**config.mk**
```make
export PLATFORM = sky130hd
export DESIGN_NAME = tracker_pattern_row_parser_core
export DESIGN_NICKNAME = d
export VERILOG_FILES = /design/src/sv/tprp_pkg.sv /design/src/sv/tprp_fifo.sv /design/src/sv/tprp_front.sv /design/src/sv/tprp_back.sv /design/src/sv/tracker_pattern_row_parser_core.sv
export SDC_FILE = /design/constraint.sdc
export NUM_CORES = 2
export LEC_CHECK = 0
export ABC_AREA = 1
export BUFFER_PORTS_ARGS = -buffer_cell sky130_fd_sc_hd__buf_2
export CAP_MARGIN = 20
export CORE_ASPECT_RATIO = 0.75
export CORE_MARGIN = 2
export CORE_UTILIZATION = 50
export DETAILED_ROUTE_END_ITERATION = 12
export PLACE_DENSITY = 0.72
export SYNTH_ARGS = -nofsm -noshare
export SYNTH_HDL_FRONTEND = slang
export SYNTH_SLANG_ARGS = --single-unit
export TNS_END_PERCENT = 10
```
**constraint.sdc**
```tcl
create_clock -name clk -period 15.21 [get_ports clk]
set_input_delay 0.7605 -clock clk [delete_from_list [all_inputs] [get_ports clk]]
set_output_delay 0.7605 -clock clk [all_outputs]
set_load 0.01 [all_outputs]
```
**src/sv/tprp_pkg.sv**
```systemverilog
// Shared types and constants for the tracker pattern row parser.
// Used by the front, back and top-level modules; no dependencies.
package tprp_pkg;

    typedef enum logic [2:0] {
        OP_ROW_END,
        OP_HEADER,
        OP_MASK,
        OP_NOTE,
        OP_INSTR,
        OP_VOLC,
        OP_EFFECT,
        OP_PARAM
    } op_code_t;

    typedef struct packed {
        op_code_t    code;
        logic [6:0]  chan;
        logic [7:0]  data;
        logic        done;
        logic [3:0]  mask_upper;
    } op_t;

    typedef struct packed {
        logic        kind;
        logic [6:0]  channel;
        logic [7:0]  note;
        logic [7:0]  instrument;
        logic [7:0]  volume_command;
        logic [7:0]  effect_code;
        logic [7:0]  effect_param;
        logic [3:0]  event_bits;
        logic [3:0]  mask_upper;
        logic [31:0] row_update_mask;
        logic        channel_out_of_range;
    } res_t;

    typedef struct packed {
        logic [7:0] instrument_count;
        logic       start_on_new_instrument;
    } cfg_t;

    localparam logic [6:0] HDR_CHAN_BITS = 7'h7F;
    localparam logic [7:0] KEY_CUT       = 8'd254;
    localparam logic [7:0] KEY_OFF       = 8'd255;

    localparam logic [3:0] EV_CUT     = 4'b0001;
    localparam logic [3:0] EV_OFF     = 4'b0010;
    localparam logic [3:0] EV_START   = 4'b0100;
    localparam logic [3:0] EV_NEWINST = 4'b1000;

endpackage

```
**src/sv/tprp_fifo.sv**
```systemverilog
// Small first-word-fall-through queue of packed words.
// Generic; no package dependency.
module tprp_fifo #(
    parameter int WIDTH = 8,
    parameter int DEPTH = 2
) (
    input  logic             clk,
    input  logic             rst_n,
    input  logic             wr_en,
    input  logic [WIDTH-1:0] wr_data,
    input  logic             rd_en,
    output logic [WIDTH-1:0] rd_data,
    output logic             full,
    output logic             empty
);

    localparam int PTR_W = (DEPTH > 1) ? $clog2(DEPTH) : 1;
    localparam int CNT_W = $clog2(DEPTH + 1);
    localparam logic [CNT_W-1:0] CNT_MAX = CNT_W'(DEPTH);
    localparam logic [PTR_W-1:0] PTR_LAST = PTR_W'(DEPTH - 1);

    logic [WIDTH-1:0] mem_reg [DEPTH];
    logic [PTR_W-1:0] wr_ptr_reg, wr_ptr_next;
    logic [PTR_W-1:0] rd_ptr_reg, rd_ptr_next;
    logic [CNT_W-1:0] count_reg, count_next;

    assign full    = (count_reg == CNT_MAX);
    assign empty   = (count_reg == '0);
    assign rd_data = mem_reg[rd_ptr_reg];

    always_comb
    begin
        wr_ptr_next = wr_ptr_reg;
        rd_ptr_next = rd_ptr_reg;
        count_next  = count_reg;
        if (wr_en)
        begin
            wr_ptr_next = (wr_ptr_reg == PTR_LAST) ? '0 : wr_ptr_reg + 1'b1;
        end
        if (rd_en)
        begin
            rd_ptr_next = (rd_ptr_reg == PTR_LAST) ? '0 : rd_ptr_reg + 1'b1;
        end
        if (wr_en && !rd_en)
        begin
            count_next = count_reg + 1'b1;
        end
        else if (!wr_en && rd_en)
        begin
            count_next = count_reg - 1'b1;
        end
    end

    always_ff @(posedge clk or negedge rst_n)
    begin
        if (!rst_n)
        begin
            wr_ptr_reg <= '0;
            rd_ptr_reg <= '0;
            count_reg  <= '0;
        end
        else
        begin
            wr_ptr_reg <= wr_ptr_next;
            rd_ptr_reg <= rd_ptr_next;
            count_reg  <= count_next;
        end
    end

    always_ff @(posedge clk)
    begin
        if (wr_en)
        begin
            mem_reg[wr_ptr_reg] <= wr_data;
        end
    end

endmodule

```
**src/sv/tprp_front.sv**
```systemverilog
// Front end: walks the byte stream, tracks the parse phase and field masks,
// and turns every accepted byte into one operation. Depends on tprp_pkg.
module tprp_front import tprp_pkg::*; #(
    parameter int CHANNELS = 32
) (
    input  logic       clk,
    input  logic       rst_n,
    input  logic       take,
    input  logic [7:0] pattern_byte,
    output op_t        op
);

    localparam int IDX_W = (CHANNELS > 1) ? $clog2(CHANNELS) : 1;
    localparam logic [6:0] CH_LIMIT = 7'(CHANNELS);

    typedef enum logic [2:0] {
        PH_HEADER,
        PH_MASK,
        PH_NOTE,
        PH_INSTR,
        PH_VOLC,
        PH_EFFECT,
        PH_PARAM,
        PH_DONE
    } phase_t;

    phase_t     phase_reg, phase_next;
    logic [6:0] chan_reg, chan_next;
    logic [7:0] mask_reg, mask_next;
    logic [7:0] fmask_reg [CHANNELS];

    logic       fm_we;
    logic [6:0] hdr_chan;
    logic       hdr_ok;
    logic       cur_ok;
    logic [7:0] stored_mask;
    phase_t     nph;

    function automatic phase_t next_phase(input logic [7:0] m, input phase_t from);
        phase_t p;
        if (from < PH_NOTE && m[0])
            p = PH_NOTE;
        else if (from < PH_INSTR && m[1])
            p = PH_INSTR;
        else if (from < PH_VOLC && m[2])
            p = PH_VOLC;
        else if (from < PH_EFFECT && m[3])
            p = PH_EFFECT;
        else if (from == PH_EFFECT)
            p = PH_PARAM;
        else
            p = PH_DONE;
        return p;
    endfunction

    assign hdr_chan    = (pattern_byte[6:0] & HDR_CHAN_BITS) - 7'd1;
    assign hdr_ok      = hdr_chan < CH_LIMIT;
    assign cur_ok      = chan_reg < CH_LIMIT;
    assign stored_mask = hdr_ok ? fmask_reg[hdr_chan[IDX_W-1:0]] : 8'd0;

    always_comb
    begin
        phase_next     = phase_reg;
        chan_next      = chan_reg;
        mask_next      = mask_reg;
        fm_we          = 1'b0;
        nph            = PH_DONE;
        op.code        = OP_MASK;
        op.chan        = chan_reg;
        op.data        = pattern_byte;
        op.done        = 1'b0;
        op.mask_upper  = mask_reg[7:4];
        case (phase_reg)
            PH_HEADER:
            begin
                if ((pattern_byte[6:0] & HDR_CHAN_BITS) == 7'd0)
                begin
                    op.code = OP_ROW_END;
                    op.done = 1'b1;
                    nph     = PH_HEADER;
                end
                else
                begin
                    op.code   = OP_HEADER;
                    op.chan   = hdr_chan;
                    chan_next = hdr_chan;
                    if (pattern_byte[7])
                    begin
                        nph = PH_MASK;
                    end
                    else
                    begin
                        mask_next     = stored_mask;
                        op.mask_upper = stored_mask[7:4];
                        nph           = next_phase(stored_mask, PH_MASK);
                    end
                end
            end
            PH_MASK:
            begin
                mask_next     = pattern_byte;
                fm_we         = cur_ok;
                op.mask_upper = pattern_byte[7:4];
                nph           = next_phase(pattern_byte, PH_MASK);
            end
            PH_NOTE:
            begin
                op.code = OP_NOTE;
                nph     = next_phase(mask_reg, PH_NOTE);
            end
            PH_INSTR:
            begin
                op.code = OP_INSTR;
                nph     = next_phase(mask_reg, PH_INSTR);
            end
            PH_VOLC:
            begin
                op.code = OP_VOLC;
                nph     = next_phase(mask_reg, PH_VOLC);
            end
            PH_EFFECT:
            begin
                op.code = OP_EFFECT;
                nph     = next_phase(mask_reg, PH_EFFECT);
            end
            PH_PARAM:
            begin
                op.code = OP_PARAM;
                nph     = PH_DONE;
            end
            default:
            begin
                nph = PH_HEADER;
            end
        endcase
        if (nph == PH_DONE)
        begin
            op.done    = (phase_reg != PH_DONE);
            phase_next = PH_HEADER;
        end
        else
        begin
            phase_next = nph;
        end
    end

    always_ff @(posedge clk or negedge rst_n)
    begin
        if (!rst_n)
        begin
            phase_reg <= PH_HEADER;
            chan_reg  <= '0;
            mask_reg  <= '0;
            for (int i = 0; i < CHANNELS; i++)
            begin
                fmask_reg[i] <= '0;
            end
        end
        else if (take)
        begin
            phase_reg <= phase_next;
            chan_reg  <= chan_next;
            mask_reg  <= mask_next;
            if (fm_we)
            begin
                fmask_reg[chan_reg[IDX_W-1:0]] <= pattern_byte;
            end
        end
    end

endmodule

```
**src/sv/tprp_back.sv**
```systemverilog
// Back end: applies queued operations to the per-channel stores and builds
// one result for each completed entry or row end. Depends on tprp_pkg.
module tprp_back import tprp_pkg::*; #(
    parameter int CHANNELS = 32
) (
    input  logic clk,
    input  logic rst_n,
    input  cfg_t cfg,
    input  op_t  op,
    input  logic op_valid,
    input  logic res_full,
    output logic op_pop,
    output logic res_push,
    output res_t res
);

    localparam int IDX_W = (CHANNELS > 1) ? $clog2(CHANNELS) : 1;
    localparam logic [6:0] CH_LIMIT = 7'(CHANNELS);

    logic [7:0]  note_reg   [CHANNELS];
    logic [7:0]  inst_reg   [CHANNELS];
    logic [7:0]  volc_reg   [CHANNELS];
    logic [7:0]  effect_reg [CHANNELS];
    logic [7:0]  param_reg  [CHANNELS];
    logic [3:0]  pend_reg, pend_next;
    logic [31:0] touched_reg, touched_next;

    logic [IDX_W-1:0] idx;
    logic             ok;
    logic [7:0]       inst_val;
    logic [7:0]       note_v, inst_v, volc_v, effect_v, param_v;
    logic             we_note, we_inst, we_volc, we_effect, we_param;

    assign idx      = op.chan[IDX_W-1:0];
    assign ok       = op.chan < CH_LIMIT;
    assign op_pop   = op_valid && !res_full;
    assign res_push = op_pop && op.done;
    assign inst_val = (op.data > cfg.instrument_count) ? 8'd0 : op.data;

    always_comb
    begin
        pend_next    = pend_reg;
        touched_next = touched_reg;
        we_note      = 1'b0;
        we_inst      = 1'b0;
        we_volc      = 1'b0;
        we_effect    = 1'b0;
        we_param     = 1'b0;
        case (op.code)
            OP_ROW_END:
            begin
                touched_next = '0;
            end
            OP_HEADER:
            begin
                pend_next = '0;
                if (ok)
                begin
                    touched_next = touched_reg | (32'd1 << op.chan[4:0]);
                end
            end
            OP_NOTE:
            begin
                if (op.data == KEY_CUT)
                    pend_next = pend_reg | EV_CUT;
                else if (op.data == KEY_OFF)
                    pend_next = pend_reg | EV_OFF;
                else
                    we_note = ok;
            end
            OP_INSTR:
            begin
                if (((pend_reg & (EV_CUT | EV_OFF)) == 4'd0) && ok)
                begin
                    we_inst = 1'b1;
                    if (inst_reg[idx] != inst_val)
                    begin
                        pend_next = pend_reg | EV_NEWINST
                                  | (cfg.start_on_new_instrument ? EV_START : 4'd0);
                    end
                end
            end
            OP_VOLC:   we_volc   = ok;
            OP_EFFECT: we_effect = ok;
            OP_PARAM:  we_param  = ok;
            default:
            begin
            end
        endcase

        note_v   = we_note   ? op.data  : note_reg[idx];
        inst_v   = we_inst   ? inst_val : inst_reg[idx];
        volc_v   = we_volc   ? op.data  : volc_reg[idx];
        effect_v = we_effect ? op.data  : effect_reg[idx];
        param_v  = we_param  ? op.data  : param_reg[idx];

        res = '0;
        if (op.code == OP_ROW_END)
        begin
            res.kind            = 1'b1;
            res.row_update_mask = touched_reg;
        end
        else
        begin
            res.channel              = op.chan;
            res.event_bits           = pend_next;
            res.mask_upper           = op.mask_upper;
            res.channel_out_of_range = !ok;
            if (ok)
            begin
                res.note           = note_v;
                res.instrument     = inst_v;
                res.volume_command = volc_v;
                res.effect_code    = effect_v;
                res.effect_param   = param_v;
            end
        end
    end

    always_ff @(posedge clk or negedge rst_n)
    begin
        if (!rst_n)
        begin
            pend_reg    <= '0;
            touched_reg <= '0;
            for (int i = 0; i < CHANNELS; i++)
            begin
                note_reg[i]   <= '0;
                inst_reg[i]   <= '0;
                volc_reg[i]   <= '0;
                effect_reg[i] <= '0;
                param_reg[i]  <= '0;
            end
        end
        else if (op_pop)
        begin
            pend_reg    <= pend_next;
            touched_reg <= touched_next;
            if (we_note)
                note_reg[idx] <= op.data;
            if (we_inst)
                inst_reg[idx] <= inst_val;
            if (we_volc)
                volc_reg[idx] <= op.data;
            if (we_effect)
                effect_reg[idx] <= op.data;
            if (we_param)
                param_reg[idx] <= op.data;
        end
    end

endmodule

```
**src/sv/tracker_pattern_row_parser_core.sv**
```systemverilog
// Top level of the tracker pattern row parser: APB register file, front end,
// operation queue, back end and result queue. Depends on tprp_pkg, tprp_fifo,
// tprp_front and tprp_back.
//
// Usage: bytes of the compressed pattern stream enter on pattern_byte, one
// beat when push is high and full is low. Each header, mask and field byte
// is classified by the front end and queued as one operation; the back end
// applies it to the per-channel stores and, when an entry or a row is
// complete, writes one result into a two-deep result queue. The oldest
// result is shown while empty is low and leaves on pop.
// Throughput: one byte per cycle while full is low, set by the single store
// access the back end makes per operation. A completing byte is registered
// as an operation in the operation queue, and its result in the result
// queue, before the result appears.
// If the receiver stops popping, the result queue fills, the back end
// holds, then the operation queue fills and full rises; nothing is lost.
// Reset clears all channel stores, masks and queues at once; no sweep.
// Registers: 0x0 instrument_count, 0x4 start_on_new_instrument; write only
// while the stream is idle.
module tracker_pattern_row_parser_core import tprp_pkg::*; #(
    parameter int CHANNELS = 32
) (
    input  logic        clk,
    input  logic        rst_n,
    input  logic        psel,
    input  logic        penable,
    input  logic        pwrite,
    input  logic [2:0]  paddr,
    input  logic [31:0] pwdata,
    output logic [31:0] prdata,
    output logic        pready,
    input  logic        push,
    output logic        full,
    input  logic [7:0]  pattern_byte,
    input  logic        pop,
    output logic        empty,
    output logic        kind,
    output logic [6:0]  channel,
    output logic [7:0]  note,
    output logic [7:0]  instrument,
    output logic [7:0]  volume_command,
    output logic [7:0]  effect_code,
    output logic [7:0]  effect_param,
    output logic [3:0]  event_bits,
    output logic [3:0]  mask_upper,
    output logic [31:0] row_update_mask,
    output logic        channel_out_of_range
);

    localparam logic REG_INSTRUMENT_COUNT = 1'b0;
    localparam logic REG_START_MODE       = 1'b1;

    cfg_t cfg_reg;
    logic cfg_we;
    logic take;
    op_t  front_op;
    op_t  queued_op;
    logic op_empty;
    logic op_pop;
    logic res_full;
    logic res_push;
    res_t back_res;
    res_t out_res;

    assign pready = 1'b1;
    assign cfg_we = psel && penable && pwrite;

    always_comb
    begin
        case (paddr[2])
            REG_INSTRUMENT_COUNT: prdata = {24'd0, cfg_reg.instrument_count};
            REG_START_MODE:       prdata = {31'd0, cfg_reg.start_on_new_instrument};
            default:              prdata = '0;
        endcase
    end

    always_ff @(posedge clk or negedge rst_n)
    begin
        if (!rst_n)
        begin
            cfg_reg <= '0;
        end
        else if (cfg_we)
        begin
            case (paddr[2])
                REG_INSTRUMENT_COUNT: cfg_reg.instrument_count <= pwdata[7:0];
                REG_START_MODE:       cfg_reg.start_on_new_instrument <= pwdata[0];
                default:
                begin
                end
            endcase
        end
    end

    assign take = push && !full;

    tprp_front #(
        .CHANNELS (CHANNELS)
    ) u_front (
        .clk          (clk),
        .rst_n        (rst_n),
        .take         (take),
        .pattern_byte (pattern_byte),
        .op           (front_op)
    );

    tprp_fifo #(
        .WIDTH ($bits(op_t)),
        .DEPTH (2)
    ) u_op_queue (
        .clk     (clk),
        .rst_n   (rst_n),
        .wr_en   (take),
        .wr_data (front_op),
        .rd_en   (op_pop),
        .rd_data (queued_op),
        .full    (full),
        .empty   (op_empty)
    );

    tprp_back #(
        .CHANNELS (CHANNELS)
    ) u_back (
        .clk      (clk),
        .rst_n    (rst_n),
        .cfg      (cfg_reg),
        .op       (queued_op),
        .op_valid (!op_empty),
        .res_full (res_full),
        .op_pop   (op_pop),
        .res_push (res_push),
        .res      (back_res)
    );

    tprp_fifo #(
        .WIDTH ($bits(res_t)),
        .DEPTH (2)
    ) u_res_queue (
        .clk     (clk),
        .rst_n   (rst_n),
        .wr_en   (res_push),
        .wr_data (back_res),
        .rd_en   (pop && !empty),
        .rd_data (out_res),
        .full    (res_full),
        .empty   (empty)
    );

    assign kind                 = out_res.kind;
    assign channel              = out_res.channel;
    assign note                 = out_res.note;
    assign instrument           = out_res.instrument;
    assign volume_command       = out_res.volume_command;
    assign effect_code          = out_res.effect_code;
    assign effect_param         = out_res.effect_param;
    assign event_bits           = out_res.event_bits;
    assign mask_upper           = out_res.mask_upper;
    assign row_update_mask      = out_res.row_update_mask;
    assign channel_out_of_range = out_res.channel_out_of_range;

endmodule
```
Yosys cells after proc, flatten, opt, wreduce, memory -nomap -nowiden
Memories as Yosys holds them, arrays and structs flattened.
Index checks and enable logic that the tools add are counted.
{"block": "totals", "ram_bits": 224, "mem_count": 2, "inputBits": 50, "register_bits": 1607, "output_inout_bits": 124}
{"name": "u_res_queue.mem_reg", "words": 2, "width": 89, "rd": 1, "rd_ports_with_merged_regs": 0, "write_ports": 1, "line_no": "tprp_fifo.sv:22", "source": "logic [WIDTH-1:0] mem_reg [DEPTH];"}
{"name": "u_op_queue.mem_reg", "words": 2, "width": 23, "rd": 1, "rd_ports_with_merged_regs": 0, "write_ports": 1, "line_no": "tprp_fifo.sv:22"}
{"block": "classes", "order_cmp": 9, "n_reduce_logical": 42, "mux": 98, "add_sub_neg": 9, "bitwise_logic": 6, "shift": 1, "eq_ne": 22}
{"cell": "bitwise mux 256 bit", "count": 6}
{"cell": "binary-select mux 8 bit (select 5 bit)", "count": 6}
{"cell": "2-to-1 mux 8 bit", "count": 23}
{"cell": "one-hot mux 32 bit (2 select lines)", "count": 2}
{"cell": "demux 8 bit (select 5 bit)", "count": 2}
{"cell": "2-to-1 mux 32 bit", "count": 2}
{"cell": "2-to-1 mux 55 bit", "count": 1}
{"cell": "2-to-1 mux 40 bit", "count": 1}
{"cell": "2-to-1 mux 3 bit", "count": 12}
{"cell": "bitwise OR 32 bit", "count": 1}
{"cell": "<< shifter 1 x 5 -> 32 bit (first input constant)", "count": 1}
{"cell": "== test 3 bit (second input constant)", "count": 8}
{"cell": "2-to-1 mux 1 bit", "count": 23}
{"cell": "less-than comparator 7 x 6 -> 1 bit (second input constant)", "count": 3}
{"cell": "one-hot mux 3 bit (7 select lines)", "count": 1}
{"cell": ">= comparator 6 bit (second input constant)", "count": 3}
{"cell": "2-to-1 mux 2 bit", "count": 9}
{"cell": "NOT 5 -> 6 bit", "count": 3}
{"cell": "one-hot mux 3 bit (6 select lines)", "count": 1}
{"cell": "== test 8 bit (second input constant)", "count": 2}
{"cell": "2-to-1 mux 4 bit", "count": 4}
{"cell": "one-hot mux 8 bit (2 select lines)", "count": 1}
{"cell": "AND reduction 2 bit", "count": 8}
{"cell": "2-to-1 mux 7 bit", "count": 2}
{"cell": "26 further kinds", "count": 62}

Longest topological paths before layout
{"block": "logic_depth", "word_depth": 15, "ltp_mapped": 25, "ltp_nobuf": 21}

Modules after synthesis
A second synthesis with hierarchy kept.
{"block": "hier_totals", "cells_unflattened": 8669, "area_unflattened_um2": 80798.7}
{"mod": "tprp_back", "area_each_um2": 58255.9, "seq_area_each_um2": 32931.6, "cells_per_inst": 6522, "instances": 1}
{"mod": "tprp_front", "area_each_um2": 13222.7, "seq_area_each_um2": 6831.6, "cells_per_inst": 1656, "instances": 1}
{"mod": "tprp_fifo (u_res_queue)", "area_each_um2": 6688.9, "seq_area_each_um2": 5445.2, "cells_per_inst": 302, "instances": 1}
{"mod": "tprp_fifo (u_op_queue)", "area_each_um2": 1969.4, "seq_area_each_um2": 1481.4, "cells_per_inst": 97, "instances": 1}
{"mod": "tracker_pattern_row_parser_core", "area_each_um2": 661.9, "seq_area_each_um2": 225.2, "cells_per_inst": 92, "instances": 1}

Worst setup path before layout
Ideal clock, no wire load.
{"block": "synth_timing", "path_kind": "reg2reg", "startpoint": "register u_res_queue.count_reg[1]", "endpoint": "memory u_res_queue.mem_reg[1][0] (netlist name), enable pin", "path_slack_ps": 9789, "synth_period_minus_slack_ps": 5421, "stages_incl_launch_ff": 7, "setup_ps": 539, "arrival_time_ps": 4882, "cell_sequence": "dfrtp_1 -> inv_1 -> o22ai_1 -> buf_2 -> inv_1 -> nand2_1 -> nor2_1"}
{"block": "synth_between", "elab_chain_len": 6}
{"item": "start, declared", "line_no": "tprp_fifo.sv:25", "source": "logic [CNT_W-1:0] count_reg, count_next;"}
{"item": "start signal, assigned", "line_no": "tprp_fifo.sv:66", "source": "count_reg <= count_next;"}
{"item": "== test 2 bit", "line_no": "tprp_fifo.sv:27", "source": "assign full = (count_reg == CNT_MAX);"}
{"item": "zero test 1 bit", "line_no": "tprp_back.sv:36", "source": "assign op_pop = op_valid && !res_full;"}
{"item": "logical AND 1 bit", "line_no": "tprp_back.sv:36"}
{"item": "logical AND 1 bit", "line_no": "tprp_back.sv:37", "source": "assign res_push = op_pop && op.done;"}
{"item": "2-to-1 mux 1 bit", "line_no": "tprp_fifo.sv:72", "source": "if (wr_en)"}
{"item": "2-to-1 mux 1 bit (not written as such)", "line_no": "tprp_fifo.sv:74", "source": "mem_reg[wr_ptr_reg] <= wr_data;"}
{"item": "end, declared", "line_no": "tprp_fifo.sv:22"}
Every way passes these cells.

==> impl_metrics.toml <==
[outcome]
status = "complete, but fails checks"
failed_checks = "hold timing"

[yosys]
synth_top_flop_cell = "dfrtp_1"
syn_area_um2 = 79200
yosys_register_bits = 1830
synth_area_leaders = "dfrtp_1, nand2_1, o21ai_0"
synthXorXnorAreaFrac_pct = 0.122
synth_top_cell_by_area = "dfrtp_1"
synth-compound-area-share_pct = 18.0
synthTopCellsByCount = "nand2_1, dfrtp_1, o21ai_0, o22ai_1, clkbuf_1"
yosys_warnings = 0
synth-edff-count = 224
synth-simple-area-share_pct = 17.7
synthMuxAreaShare_pct = 0.0379
yosysSeqAreaShare_pct = 59.2
synth_top_family_by_area = "compound AO/OA/AOI/OAI gates"
synth-async-reset-ratio_pct = 87.8
yosysTopAreaCellShare_pct = 50.7
synth_fa_ha_area_share_pct = 0.190
postSynthAreaPerCell_um2 = 9.02
syn_inst = 8786
synthDistinctLibCells = 54
yosysMostFrequentCell = "nand2_1"

[clock_tree]
htreeDepth = 4
cts_made_buffers = 174
post_cts_resized = 0
hold_buffers = 0
path_clk_slew_ns = 0.06
clock-root-buffer = "clkbuf_16"
clk_path_buf_depth = 3
tritoncts = "yes"
post-cts-setup-buffer-count = 0
clkLatencyLatePin_ns = 0.83
clock_sinks = 1830

[timing]
setup-violations-final = 0
worst_pin_slew_ns = 1.32
min_period_over_period_pct = 39.0
slew_viol_final = 0
worst_clock_skew_ns = 0.0340
fin_ws_ns = 9.28
fin_setup_tns_ns = 0
fmax_ghz = 0.169
max-slew-margin-rel_pct = 11.9
fin_crit_ns = 5.93
fin_hold_ws_ns = -0.0865
hold_viol = 16
rsz0062_at_grt = "false"

[setup_path]
crit_end = "u_res_queue.mem_reg[0][73]"
crit_path_start_kind = "flop"
worst_ep_arrival_time_ns = 6.49
path_class = "reg -> reg"
path_cells = "buf_4, nand2_1, nand2_2, buf_4, inv_2, buf_4, nand2_8, buf_4, buf_4, o22ai_1, o21ai_0, nand3_1, o21ai_0, a31oi_1, nor2_1"
path_buf_inv = 6
critPathCaptureType = "flop"
startpoint = "u_op_queue.rd_ptr_reg"
cp.required_ns = 15.77
r2r.worst_path.cells = 15
crit_family = "buffers and inverters"
crit_top_cell = "buf_4"
max_stage_delay_ns = 0.78
worstReg2RegStart = "u_op_queue.rd_ptr_reg"
reg2reg_slack_ns = 9.28
path_depth = 15
slowest_stage = "buf_4"
path_max_fanout = 77
rr_endpoint = "u_res_queue.mem_reg[0][73]"

[detailed_routing]
drc = 0
dr_wl_met2_mm = 101
drt_iter0_drc = 9453
drt_wl_total_mm = 235
wl_per_cell_um = 21.8
wirelength_met1_mm = 99.4
drt_pre_antenna_iters = 9
antenna_left = 0
maxUsedRoutingLayer = "met5"
wl_met3_mm = 26.2
vias = 65000
vias_per_cell = 6.03

[final_layout]
multiInputGateArea_um2 = 28800
finalCoreUtilization_pct = 55.0
regArea_um2 = 46900
fin_area_um2 = 86500
fill_cells = 13800
area_growth_pct = 9.19
layout-drive-gt1-share_pct = 7.85
num-nets-final = 8587
instances_no_fill = 10800

[place]
gp_congestion = 0.887
place_area_um2 = 80500
dp_hpwl_mm = 141
dp_cells = 10500
portBuffers = 122
pre_cts_slack_ns = 9.52

[floorplan]
ios = 174
row_count = 126
die_y_um = 349
start_util_pct = 50.3
core_um2 = 157000
dieWidth_um = 464
die_area_um2 = 162000

[global_route]
grt_pass1_wl_mm = 364
grt_max_degree = 191
grt_antenna_before_repair = 6
overflow = 0
track_usage_pct = 28.7
grt_pass1_vias = 60400

[power_and_ir_drop]
ir_drop_v = 0.000153
post-layout-total-power_mw = 18.1
power_density_nw_per_um2 = 209
p_leak_nw = 38.5

[worst_hold_path]
hp-class = "in -> async"

[run]
drv_cap = 0
-- worst min-delay path by stage --
stage	from	to	slack, ns	depth (start not counted)
global route	rst_n	u_back.volc_reg[253]	0.01	1
floorplan	u_back.volc_reg[218]	u_back.volc_reg[218]	0.45	2
global placement	u_back.volc_reg[218]	u_back.volc_reg[218]	0.46	2
CTS	rst_n	u_back.volc_reg[253]	0.04	1
detailed placement	u_front.fmask_reg[198]	u_front.fmask_reg[198]	0.47	2
finish	rst_n	u_back.volc_reg[253]	-0.09	1
-- final cells by class --
| class | count | area share [%] |
|---|---|---|
| sequential | 1830 | 54.2 |
| multi-input combinational | 6122 | 33.3 |
| clock buffer | 266 | 6.05 |
| timing repair buffer | 228 | 1.86 |
| inverter | 169 | 0.744 |
| clock inverter | 56 | 0.696 |
| tap | 2112 | 3.06 |
| antenna | 4 | 0.0116 |
-- metal layers --
layer / global-route usage, % / vias to the layer above
li1: - / 29300
met4: 11.1 / 4
met5: 0 / -
met2: 41.3 / 3493
met1: 41.7 / 31800
met3: 7.31 / 466
-- power by group --
group / switching [mW] / total, mW / internal (mW)
Combinational: 5.05 / 6.89 / 1.84
Clock: 1.92 / 4.44 / 2.52
Sequential: 0.566 / 6.72 / 6.16
Total: 7.54 / 18.1 / 10.5
-- logic make-up (layout without fill, tap and decap cells) --
logic type,count (synthesis),count (layout)
buf+inv,857,719
simple gates,3429,3429
xor+xnor,11,11
other cells,2,29
mux,3,3
fa+ha+maj,12,12
flops,1830,1830
compound gates,2642,2642
-- cells in the final DEF (no fill, tap or decap), types with 20 or more instances in the layout --
cell,n
nand2_4,33
o22ai_1,512
dfrtp_1,1605
a21oi_1,147
conb_1,25
nand4_1,34
and3_1,24
buf_4,92
o21ai_1,425
edfxtp_1,224
clkbuf_1,44
o21ai_0,1417
nor3_1,86
clkbuf_16,179
nor2_2,33
a31oi_1,29
nand2_2,41
inv_1,145
a22oi_1,20
nor2_1,149
clkinv_2,25
nand3_1,193
clkbuf_8,42
buf_2,120
nand2_1,2789
(Power assumes the default switching activity.)
